===== config.mk =====
export PLATFORM = sky130hd
export DESIGN_NAME = pngu_recon
export DESIGN_NICKNAME = d
export VERILOG_FILES = /design/src/rtl/pngu_pkg.sv /design/src/rtl/pngu_recon.sv
export SDC_FILE = /design/constraint.sdc
export NUM_CORES = 1
export LEC_CHECK = 0
export BUFFER_PORTS_ARGS = -buffer_cell sky130_fd_sc_hd__clkbuf_2
export CAP_MARGIN = 20
export CORE_MARGIN = 2
export CORE_UTILIZATION = 40
export DETAILED_ROUTE_END_ITERATION = 10
export PLACE_DENSITY_LB_ADDON = 0.08
export SLEW_MARGIN = 10
export SYNTH_ARGS = -nofsm -noshare
export SYNTH_HDL_FRONTEND = slang
export SYNTH_SLANG_ARGS = --single-unit

===== constraint.sdc =====
create_clock -name vclk -period 8.8
set_clock_uncertainty 0.05 [all_clocks]
set_input_delay 0.88 -clock vclk [all_inputs]
set_output_delay 0.88 -clock vclk [all_outputs]
set_load 0.1 [all_outputs]

===== src/rtl/pngu_pkg.sv =====
// ----------------------------------------------------------------------------
// pngu_pkg
// Shared constants, types and per-channel arithmetic for the PNG unfilter.
// ----------------------------------------------------------------------------
package pngu_pkg;

	localparam int unsigned MAX_WIDTH_DEF = 4096;

	localparam int unsigned PIX_W    = 32;
	localparam int unsigned CHAN_W   = 8;
	localparam int unsigned NCHAN    = 4;
	localparam int unsigned FILT_W   = 8;
	localparam int unsigned WIDTH_W  = 13;
	localparam int unsigned HEIGHT_W = 16;
	localparam int unsigned CFG_IDX_W  = 2;
	localparam int unsigned CFG_DATA_W = 16;
	// wide enough for a count plus one up to 65536
	localparam int unsigned CNT_W    = 17;

	localparam logic [CHAN_W-1:0] ALPHA_OPAQUE = 8'hFF;

	// filter codes
	localparam logic [FILT_W-1:0] FILT_NONE  = 8'd0;
	localparam logic [FILT_W-1:0] FILT_SUB   = 8'd1;
	localparam logic [FILT_W-1:0] FILT_UP    = 8'd2;
	localparam logic [FILT_W-1:0] FILT_AVG   = 8'd3;
	localparam logic [FILT_W-1:0] FILT_PAETH = 8'd4;

	// register indexes
	localparam logic [CFG_IDX_W-1:0] CFG_IMAGE_WIDTH  = 2'd0;
	localparam logic [CFG_IDX_W-1:0] CFG_IMAGE_HEIGHT = 2'd1;
	localparam logic [CFG_IDX_W-1:0] CFG_HAS_ALPHA    = 2'd2;

	typedef struct packed {
		logic [PIX_W-1:0] left;
		logic [PIX_W-1:0] above;
		logic [PIX_W-1:0] upleft;
	} pngu_nb_t;

	typedef struct packed {
		logic [FILT_W-1:0] filter;
		logic              has_alpha;
	} pngu_ctl_t;

	function automatic logic [CHAN_W-1:0] paeth(
		input logic [CHAN_W-1:0] a,
		input logic [CHAN_W-1:0] b,
		input logic [CHAN_W-1:0] c
	);
		logic signed [9:0] da;
		logic signed [9:0] db;
		logic signed [9:0] dc;
		logic [9:0] pa;
		logic [9:0] pb;
		logic [9:0] pc;
		logic [CHAN_W-1:0] res;
		da = $signed({2'b00, b}) - $signed({2'b00, c});
		db = $signed({2'b00, a}) - $signed({2'b00, c});
		dc = da + db;
		pa = (da < 0) ? 10'(-da) : 10'(da);
		pb = (db < 0) ? 10'(-db) : 10'(db);
		pc = (dc < 0) ? 10'(-dc) : 10'(dc);
		if (pa <= pb && pa <= pc)
			res = a;
		else if (pb <= pc)
			res = b;
		else
			res = c;
		return res;
	endfunction

	function automatic logic [CHAN_W-1:0] predict(
		input logic [FILT_W-1:0] filter,
		input logic [CHAN_W-1:0] a,
		input logic [CHAN_W-1:0] b,
		input logic [CHAN_W-1:0] c
	);
		logic [CHAN_W:0] sum;
		logic [CHAN_W-1:0] res;
		sum = {1'b0, a} + {1'b0, b};
		unique case (filter)
			FILT_SUB:   res = a;
			FILT_UP:    res = b;
			FILT_AVG:   res = sum[CHAN_W:1];
			FILT_PAETH: res = paeth(a, b, c);
			default:    res = '0;
		endcase
		return res;
	endfunction

endpackage


===== src/rtl/pngu_recon.sv =====
// ----------------------------------------------------------------------------
// pngu_recon
// Per-channel reconstruction of one RGBA pixel from its neighbors.
// ----------------------------------------------------------------------------
module pngu_recon import pngu_pkg::*; (
	input  logic [PIX_W-1:0] pix,
	input  pngu_nb_t         nb,
	input  pngu_ctl_t        ctl,
	output logic [PIX_W-1:0] recon
);

	always_comb begin
		for (int k = 0; k < NCHAN; k++) begin
			recon[k*CHAN_W +: CHAN_W] = pix[k*CHAN_W +: CHAN_W]
				+ predict(ctl.filter,
					nb.left[k*CHAN_W +: CHAN_W],
					nb.above[k*CHAN_W +: CHAN_W],
					nb.upleft[k*CHAN_W +: CHAN_W]);
		end
		if (!ctl.has_alpha)
			recon[(NCHAN-1)*CHAN_W +: CHAN_W] = ALPHA_OPAQUE;
	end

endmodule


==> qor.txt, run 1 <==
first-pass GRT wire length: 59.31 mm
fin cells: 2197
Top delay family on crit path: compound AO/OA/AOI/OAI gates
placed wire-length estimate: 32.33 mm
type of the worst min-delay path: input pin to output port
DR vias/cell: 5.346
Routed WL: 36.82 mm
1st-iter DRT viols: 661
worst path required time: 7.87 ns
Core Area: 28010 sq um
Tot Pwr: 2.698 mW
Seq cells: 0
top cells by area, synth: ha_1 (30%), xnor2_1 (11%), a21oi_1 (6.6%)
final slew viol count: 0
most frequent cells in the layout: ha_1 (271), inv_1 (166), clkbuf_2 (146)
hold buffer count at CTS: 0
Rows: 61
most common cell after layout, fill and taps aside: ha_1
vias in the first global route: 11.59k
Mean Syn Cell Area: 7.423 sq um
IO Port Bufs: 169
wl on met1: 17.75 mm
total vias in the final route: 11.75k
Avg WL per Cell: 16.76 um
Distinct cells, synth: 65
Initial Util: 40.86%
Multi-input gate area: 11410 sq um
chip width: 173.2 um
pwr/cell area: 186.7 nW/um^2
sequential area share after synthesis: 0%
top cell type by total area after synthesis: ha_1
VDD IR max: 0.1232 mV
metal2 WL: 16.49 mm
initial antenna violation count: 1
placed cells: 2180
drt drc: 0
slew of the pin with the lowest slew margin: 0.8963 ns
crit path DAT: 7.52 ns
first-pass iteration count of the detailed router: 5
pin count of the biggest net entering global routing: 20
Final Hold Fails: 0
# setup viols final: 0
leakage: 7.434 nW
layout cells sized above 1: 22.54%
final net count: 2252
overall routing resource usage: 23.79%
pre-CTS WS: -0.5746 ns
grt ovf: 0
CP Capture Type: output port
Final Critical Period: 8.449 ns
maximum fanout along the worst path: 7
die footprint: 29980 sq um
Crit Path Class: input pin to output port
max_slew headroom: 40.03%
final worst slack: 0.3506 ns
Syn-to-layout area delta: 26.29%
Synth top area share: 29.95%
warnings from Yosys: 0
f_max: 118.4 MHz
ANT nets after route: 0
Met3 Wirelength: 2.032 mm
chip height: 173.2 um
Antenna Cells: 0
Max Cap Viol: 0
Netlist Area Pre-Place: 11450 sq um
status: complete, no violations
Max stage delay on crit path: 0.47 ns
CLK BUF: 0
Worst path slowest cell: fa_2
Fin Setup TNS: 0 ns
CP Launch Type: input pin
Final Cycle Share: 96.02%
Storage cell area: 0 sq um
Filler Cell Count: 2841
boundary pin count: 169
WP buf/inv: 8
Syn Inst Count: 1542
max layer used: met4
GPL Wtd Cong: 0.8756
==> power breakdown <==
group | leakage [nW] | internal (mW) | total (mW) | switching, mW
logic | 7.43 | 1.21 | 2.70 | 1.49
clock network | 0 | 0 | 0 | 0
registers | 0 | 0 | 0 | 0
==> synthesized netlist by cell type (all sizes together) (6+ instances only) <==
library cell,n
fa,20
a22o,6
ha,274
a21o,68
or4,18
o31a,6
a21oi,152
and2,7
o22ai,11
xor2,68
and3,13
o21bai,46
o31ai,11
a222oi,15
nor3,11
nor2b,30
nand2b,16
clkbuf,10
a21boi,6
o211ai,6
o21ai,74
inv,170
nand4,24
o21a,15
xnor2,141
nand2,104
nand3,15
o211a,6
mux2i,21
or2,9
o221ai,8
or3,6
nor2,109
==> per-layer routing <==
layer	up-vias	GRT usage [%]
li1	6092	-
met1	5332	33.34
met2	295	39.80
met3	26	2.726
met4	0	3.531
met5	-	0
==> worst paths after layout <==
path,slack [ns],to,from,cells after the start
worst max-delay path,0.35,recon[23],nb[80],38
worst min-delay path,2.19,recon[28],ctl[0],3
==> timing repair <==
item	in CTS	in global routing
hold endpoints to repair	0	0
pin swaps	2	45
setup endpoints to repair	6	15
resized for setup	15	114
buffers inserted	0	17
==> per-stage QoR <==
stage          util, %  cell area, sq um  hold WS (ns)
4_1_cts          49.46             13850         2.192
6_report         51.61             14460         2.190
5_1_grt          51.61             14460         2.212
3_5_place_dp     49.28             13800         2.192
2_1_floorplan        -             11560         2.173
3_3_place_gp     49.28             13800         2.196
==> kinds of logic (layout without fill, tap and decap cells) <==
family	count (synthesis)	count (layout)	synth area share [%]
adders and majority gates	297	297	33.71
and+or+nand+nor	378	378	16.18
AOI/OAI and AO/OA	455	455	26.05
buffers and inverters	180	443	5.903
other	2	16	0.06561
xor gates and xnor gates	209	209	16.25
muxes	21	21	1.836
==> cell type report <==
cell class                 count  area share, %
multi-input combinational   1376          78.91
timing repair buffer         273          13.41
tap                          378          3.272
inverter                     170          4.414
No activity file was read; power rests on OpenSTA's default activity.
==> run 2: changes to the inputs <==
--- a/config.mk
+++ b/config.mk
@@ -7,6 +7,8 @@
 export LEC_CHECK = 0
 export BUFFER_PORTS_ARGS = -buffer_cell sky130_fd_sc_hd__clkbuf_2
 export CAP_MARGIN = 20
+export CELL_PAD_IN_SITES_DETAIL_PLACEMENT = 1
+export CELL_PAD_IN_SITES_GLOBAL_PLACEMENT = 1
 export CORE_MARGIN = 2
 export CORE_UTILIZATION = 40
 export DETAILED_ROUTE_END_ITERATION = 10
==> constraint.sdc (replaced) <==
create_clock -name vclk -period 8.5
set_clock_uncertainty 0.05 [all_clocks]
set_input_delay 0.85 -clock vclk [all_inputs]
set_output_delay 0.85 -clock vclk [all_outputs]
set_load 0.1 [all_outputs]
==> run 2 against run 1 <==
- the flow now finishes with violations (negative setup slack)
- via count up 11%
- first-iteration DRC count down 6.1%
- final area up 11%
- highest routed layer unchanged
==> qor.txt, run 2 (synthesis gave the netlist of run 1 again) <==
VDD IR max: 0.08592 mV (-30%)
Seq cells: 0 (unchanged)
Multi-input gate area: 12040 sq um (+5.5%)
Rows: 61 (unchanged)
Final Hold Fails: 0 (unchanged)
worst hold slack: 2.117 ns (-0.07287 ns)
drt drc: 0 (unchanged)
Fin Setup TNS: -0.008419 ns (-0.008419 ns)
Worst path slowest cell: or4b_4
chip width: 173.2 um (unchanged)
WP buf/inv: 6 (-2)
placed cells: 2241 (+2.8%)
first-pass iteration count of the detailed router: 7 (+2)
Initial Util: 40.86% (unchanged)
Avg WL per Cell: 19.92 um (+19%)
slew of the pin with the lowest slew margin: 0.9988 ns (+0.1025 ns)
Final Critical Period: 8.508 ns
Flop pwr share: 0% (unchanged)
initial antenna violation count: 1 (unchanged)
vias in the first global route: 13.43k (+16%)
Setup crit end: recon[7]
cell count of the worst hold path: 4 (+1)
crit path DAT: 7.61 ns (+0.09 ns)
total vias in the final route: 12.98k (+11%)
overall routing resource usage: 27.88% (+4.1 points)
max_slew headroom: 33.17% (-6.9 points)
Final Cycle Share: 100.1%
failing checks: negative setup slack
RSZ-0062 raised after global routing: true
die footprint: 29980 sq um (unchanged)
most common cell after layout, fill and taps aside: ha_1
crit path launch: nb[32]
grt ovf: 0 (unchanged)
leakage: 8.043 nW (+8.2%)
final slew viol count: 0 (unchanged)
sw power: 1.774 mW (+19%)
switching portion of total power: 54.42% (-0.69 points)
type of the worst min-delay path: input pin to output port
Filler Cell Count: 3508 (+23%)
boundary pin count: 169 (unchanged)
Top delay family on crit path: compound AO/OA/AOI/OAI gates
1st-iter DRT viols: 621 (-6.1%)
Routed WL: 45.85 mm (+25%)
f_max: 117.5 MHz
final net count: 2356 (+4.6%)
IO Port Bufs: 169 (unchanged)
final worst slack: -0.008419 ns (-0.3590 ns)
first-pass GRT wire length: 68.65 mm (+16%)
Crit Path Class: input pin to output port
layout cells sized above 1: 32.03% (+9.5 points)
CP Capture Type: output port
CP dominant cell by count: a21oi_2
maximum fanout along the worst path: 3 (-4)
most frequent cells in the layout: ha_1 (251), buf_4 (203), inv_1 (154)
placed wire-length estimate: 37.98 mm (+17%)
worst path required time: 7.60 ns (-0.27 ns)
CLK BUF: 0 (unchanged)
hold buffer count at CTS: 0 (unchanged)
DR vias/cell: 5.638 (+5.5%)
CP Launch Type: input pin
pin count of the biggest net entering global routing: 21 (+5.0%)
status: finished, violations left
final core area utilization: 57.13% (+5.5 points)
Core Area: 28010 sq um (unchanged)
Gate power share: 100.0% (about the same)
Max Cap Viol: 0 (unchanged)
Syn-to-layout area delta: 39.80%
Storage cell area: 0 sq um (unchanged)
Max stage delay on crit path: 0.57 ns (+0.10 ns)
GPL Wtd Cong: 0.9302 (+6.2%)
fin cells: 2302 (+4.8%)
pwr/cell area: 203.7 nW/um^2 (+9.1%)
# setup viols final: 1 (+1)
chip height: 173.2 um (unchanged)
ANT nets after route: 0 (unchanged)
Crit. path cell count: 39 (+2.6%)
clock share of power: 0% (unchanged)
Pint: 1.486 mW (+23%)
run 2: changes by cell type in the layout (fill, tap and decap cells not counted), sizes merged:
cell	change
buf	+112
diode	+1
clkbuf	-8
run 2: routing by layer:
metal	global-route usage (%)	vias up	wire length [um]
met2	50.58	337	22360
met5	0	-	0
met3	2.441	85	2141
met1	35.62	6274	19970
li1	-	6283	-
met4	6.250	0	1379
run 2: layout make-up:
cell class / count / share of cell area [%]
Antenna cell: 1 / 0.01564
Inverter: 170 / 4.050
Multi-Input combinational cell: 1376 / 75.21
Tap cell: 378 / 2.956
Timing Repair Buffer: 377 / 17.77
run 2: per-stage QoR:
step / setup slack (ns) / power, mW / area [sq um]
global route: -0.3815 / 3.599 / 16000
detailed placement: -0.4961 / 2.752 / 14350
floorplan: -0.1467 / 1.904 / 11570
finish: -0.008419 / 3.260 / 16000
global placement: -0.3440 / 2.652 / 14350
CTS: -0.001993 / 2.832 / 14600
run 2: power by group through the flow:
stage	registers, mW	clock network (mW)	logic (mW)
5_1_grt	0	0.0000000158	3.60
6_report	0	0.0000000158	3.26
3_3_place_gp	0	0	2.65
2_1_floorplan	0	0	1.90
3_5_place_dp	0	0	2.75
4_1_cts	0	0	2.83
run 2: timing repair:
item                                    CTS  global route
pin swaps                                24           143
setup buffers                             7            55
gates resized for setup                  48           231
endpoints found under the setup margin    9            18
run 2: worst min path at each step:
stage | startpoint | to | slack [ns]
after floorplan | nb[63] | recon[31] | 2.12
after global placement | pix[15] | recon[15] | 2.15
after detailed placement | pix[15] | recon[15] | 2.15
after CTS | pix[15] | recon[15] | 2.15
after global routing | pix[15] | recon[15] | 2.14
final | pix[15] | recon[15] | 2.12
==> run 3: changes to the inputs <==
--- a/config.mk
+++ b/config.mk
@@ -13,6 +13,7 @@
 export CORE_UTILIZATION = 40
 export DETAILED_ROUTE_END_ITERATION = 10
 export PLACE_DENSITY_LB_ADDON = 0.08
+export RECOVER_POWER = 50
 export SLEW_MARGIN = 10
 export SYNTH_ARGS = -nofsm -noshare
 export SYNTH_HDL_FRONTEND = slang
==> run 3 against run 2 <==
- total power fell by 0.14%
- die area did not move
- utilization fell by 0.18 points
- critical path type unchanged
- the run still ends with negative setup slack left
==> qor.txt, run 3 (synthesis gave the netlist of run 1 again) <==
status: finished, violations left
failing checks: negative setup slack
boundary pin count: 169 (unchanged)
leakage: 8.014 nW (-0.37%)
CP Capture Type: output port
Final Hold Fails: 0 (unchanged)
maximum fanout along the worst path: 3 (unchanged)
type of the worst min-delay path: input pin to output port
# setup viols final: 1 (unchanged)
Syn-to-layout area delta: 39.36%
hold buffer count at CTS: 0 (unchanged)
Max Cap Viol: 0 (unchanged)
CLK BUF: 0 (unchanged)
chip width: 173.2 um (unchanged)
Crit Path Class: input pin to output port
pin count of the biggest net entering global routing: 21 (unchanged)
grt ovf: 0 (unchanged)
final slew viol count: 0 (unchanged)
CP Launch Type: input pin
RSZ-0062 raised after global routing: true
Rows: 61 (unchanged)
1st-iter DRT viols: 613 (-1.3%)
pre-CTS WS: -0.4961 ns (unchanged)
vias in the first global route: 13.43k (unchanged)
DR vias/cell: 5.627 (-0.19%)
initial antenna violation count: 1 (unchanged)
drt drc: 0 (unchanged)
Tot Pwr: 3.256 mW (-0.14%)
pwr/cell area: 204.1 nW/um^2 (+0.18%)
Core Area: 28010 sq um (unchanged)
crit path DAT: 7.62 ns (about the same)
most frequent cells in the layout: ha_1 (251), buf_4 (203), inv_1 (154)
Filler Cell Count: 3519 (+0.31%)
ANT nets after route: 0 (unchanged)
final worst slack: -0.01818 ns (-0.009765 ns)
overall routing resource usage: 27.88% (unchanged)
Worst path slowest cell: or4b_4
Avg WL per Cell: 19.93 um (about the same)
slew of the pin with the lowest slew margin: 1.186 ns (+0.1870 ns)
layout cells sized above 1: 31.72% (-0.31 points)
placed wire-length estimate: 37.98 mm (unchanged)
IO Port Bufs: 169 (unchanged)
worst path required time: 7.60 ns (about the same)
Final Critical Period: 8.518 ns (+0.009765 ns)
Fin Setup TNS: -0.01818 ns (-0.009765 ns)
Final Cycle Share: 100.2% (+0.11 points)
Max stage delay on crit path: 0.57 ns (about the same)
most common cell after layout, fill and taps aside: ha_1
chip height: 173.2 um (unchanged)
total vias in the final route: 12.95k (-0.19%)
CP dominant cell by count: a21oi_2
Multi-input gate area: 12030 sq um (about the same)
Initial Util: 40.86% (unchanged)
GPL Wtd Cong: 0.9302 (unchanged)
VDD IR max: 0.08591 mV (about the same)
Seq cells: 0 (unchanged)
max_slew headroom: 21.29% (-12 points)
Routed WL: 45.87 mm (about the same)
die footprint: 29980 sq um (unchanged)
HP Start: pix[15]
first-pass iteration count of the detailed router: 8 (+1)
cell count of the worst hold path: 4 (unchanged)
Storage cell area: 0 sq um (unchanged)
first-pass GRT wire length: 68.65 mm (unchanged)
Hold EP: recon[15]
f_max: 117.4 MHz (-0.11%)
final net count: 2356 (unchanged)
[run 3: cell count changes in the layout (fill, tap and decap cells not counted), sizes merged]
cell          before  now
buf              239  236
clkbuf           138  140
dlymetal6s2s       0    1
[run 3: worst max-delay path: cells and delay by family]
| kind | cells | cell delay, ns |
|---|---|---|
| AND/OR/NAND/NOR | 6 | 1.21 |
| XOR/XNOR | 4 | 0.68 |
| buffers and inverters | 6 | 0.72 |
| adder cells (fa/ha/maj) | 5 | 1.29 |
| AO/OA/AOI/OAI | 18 | 2.86 |
[run 3: area by class of cell]
class	instances	area share (%)
well taps	378	2.965
inverters	170	4.063
repair buffers	377	17.55
diodes	1	0.01569
multi-input cells	1376	75.40
[run 3: where the power goes]
| group | internal [mW] | switching, mW | leakage (nW) | total (mW) |
|---|---|---|---|---|
| Clock | 0.0000000158 | 0 | 0.00000634 | 0.0000000158 |
| Combinational | 1.48 | 1.77 | 8.01 | 3.26 |
| Sequential | 0 | 0 | 0 | 0 |
[run 3: worst max path at each step]
| stage | slack [ns] | to | start |
|---|---|---|---|
| after global placement | -0.34 | recon[7] | nb[1] |
| after global routing | -0.38 | recon[7] | nb[32] |
| after CTS | -0.002 | recon[7] | nb[32] |
| after floorplan | -0.15 | recon[5] | nb[64] |
| after detailed placement | -0.50 | recon[7] | nb[1] |
| final | -0.02 | recon[7] | nb[32] |
[run 3: metal layers]
metal / global-route usage, % / vias up / wire [um]
met5: 0 / - / 0
met4: 6.250 / 0 / 1377
met3: 2.441 / 85 / 2077
met2: 50.58 / 328 / 22360
met1: 35.62 / 6257 / 20060
li1: - / 6284 / -
[run 3: timing repair]
item / CTS / global route
endpoints found under the setup margin: 9 / 18
pin swaps: 24 / 143
buffers inserted: 7 / 55
resized for setup: 48 / 231
[run 3: metrics by stage]
| step | instances | area (sq um) | util [%] | hold WS, ns |
|---|---|---|---|---|
| after floorplan | 1556 | 11570 | - | 2.121 |
| after global placement | 2241 | 14350 | 51.21 | 2.148 |
| after detailed placement | 2241 | 14350 | 51.21 | 2.149 |
| after CTS | 2248 | 14600 | 52.12 | 2.154 |
| after global routing | 2302 | 15950 | 56.95 | 2.139 |
| final | 2302 | 15950 | 56.95 | 2.118 |
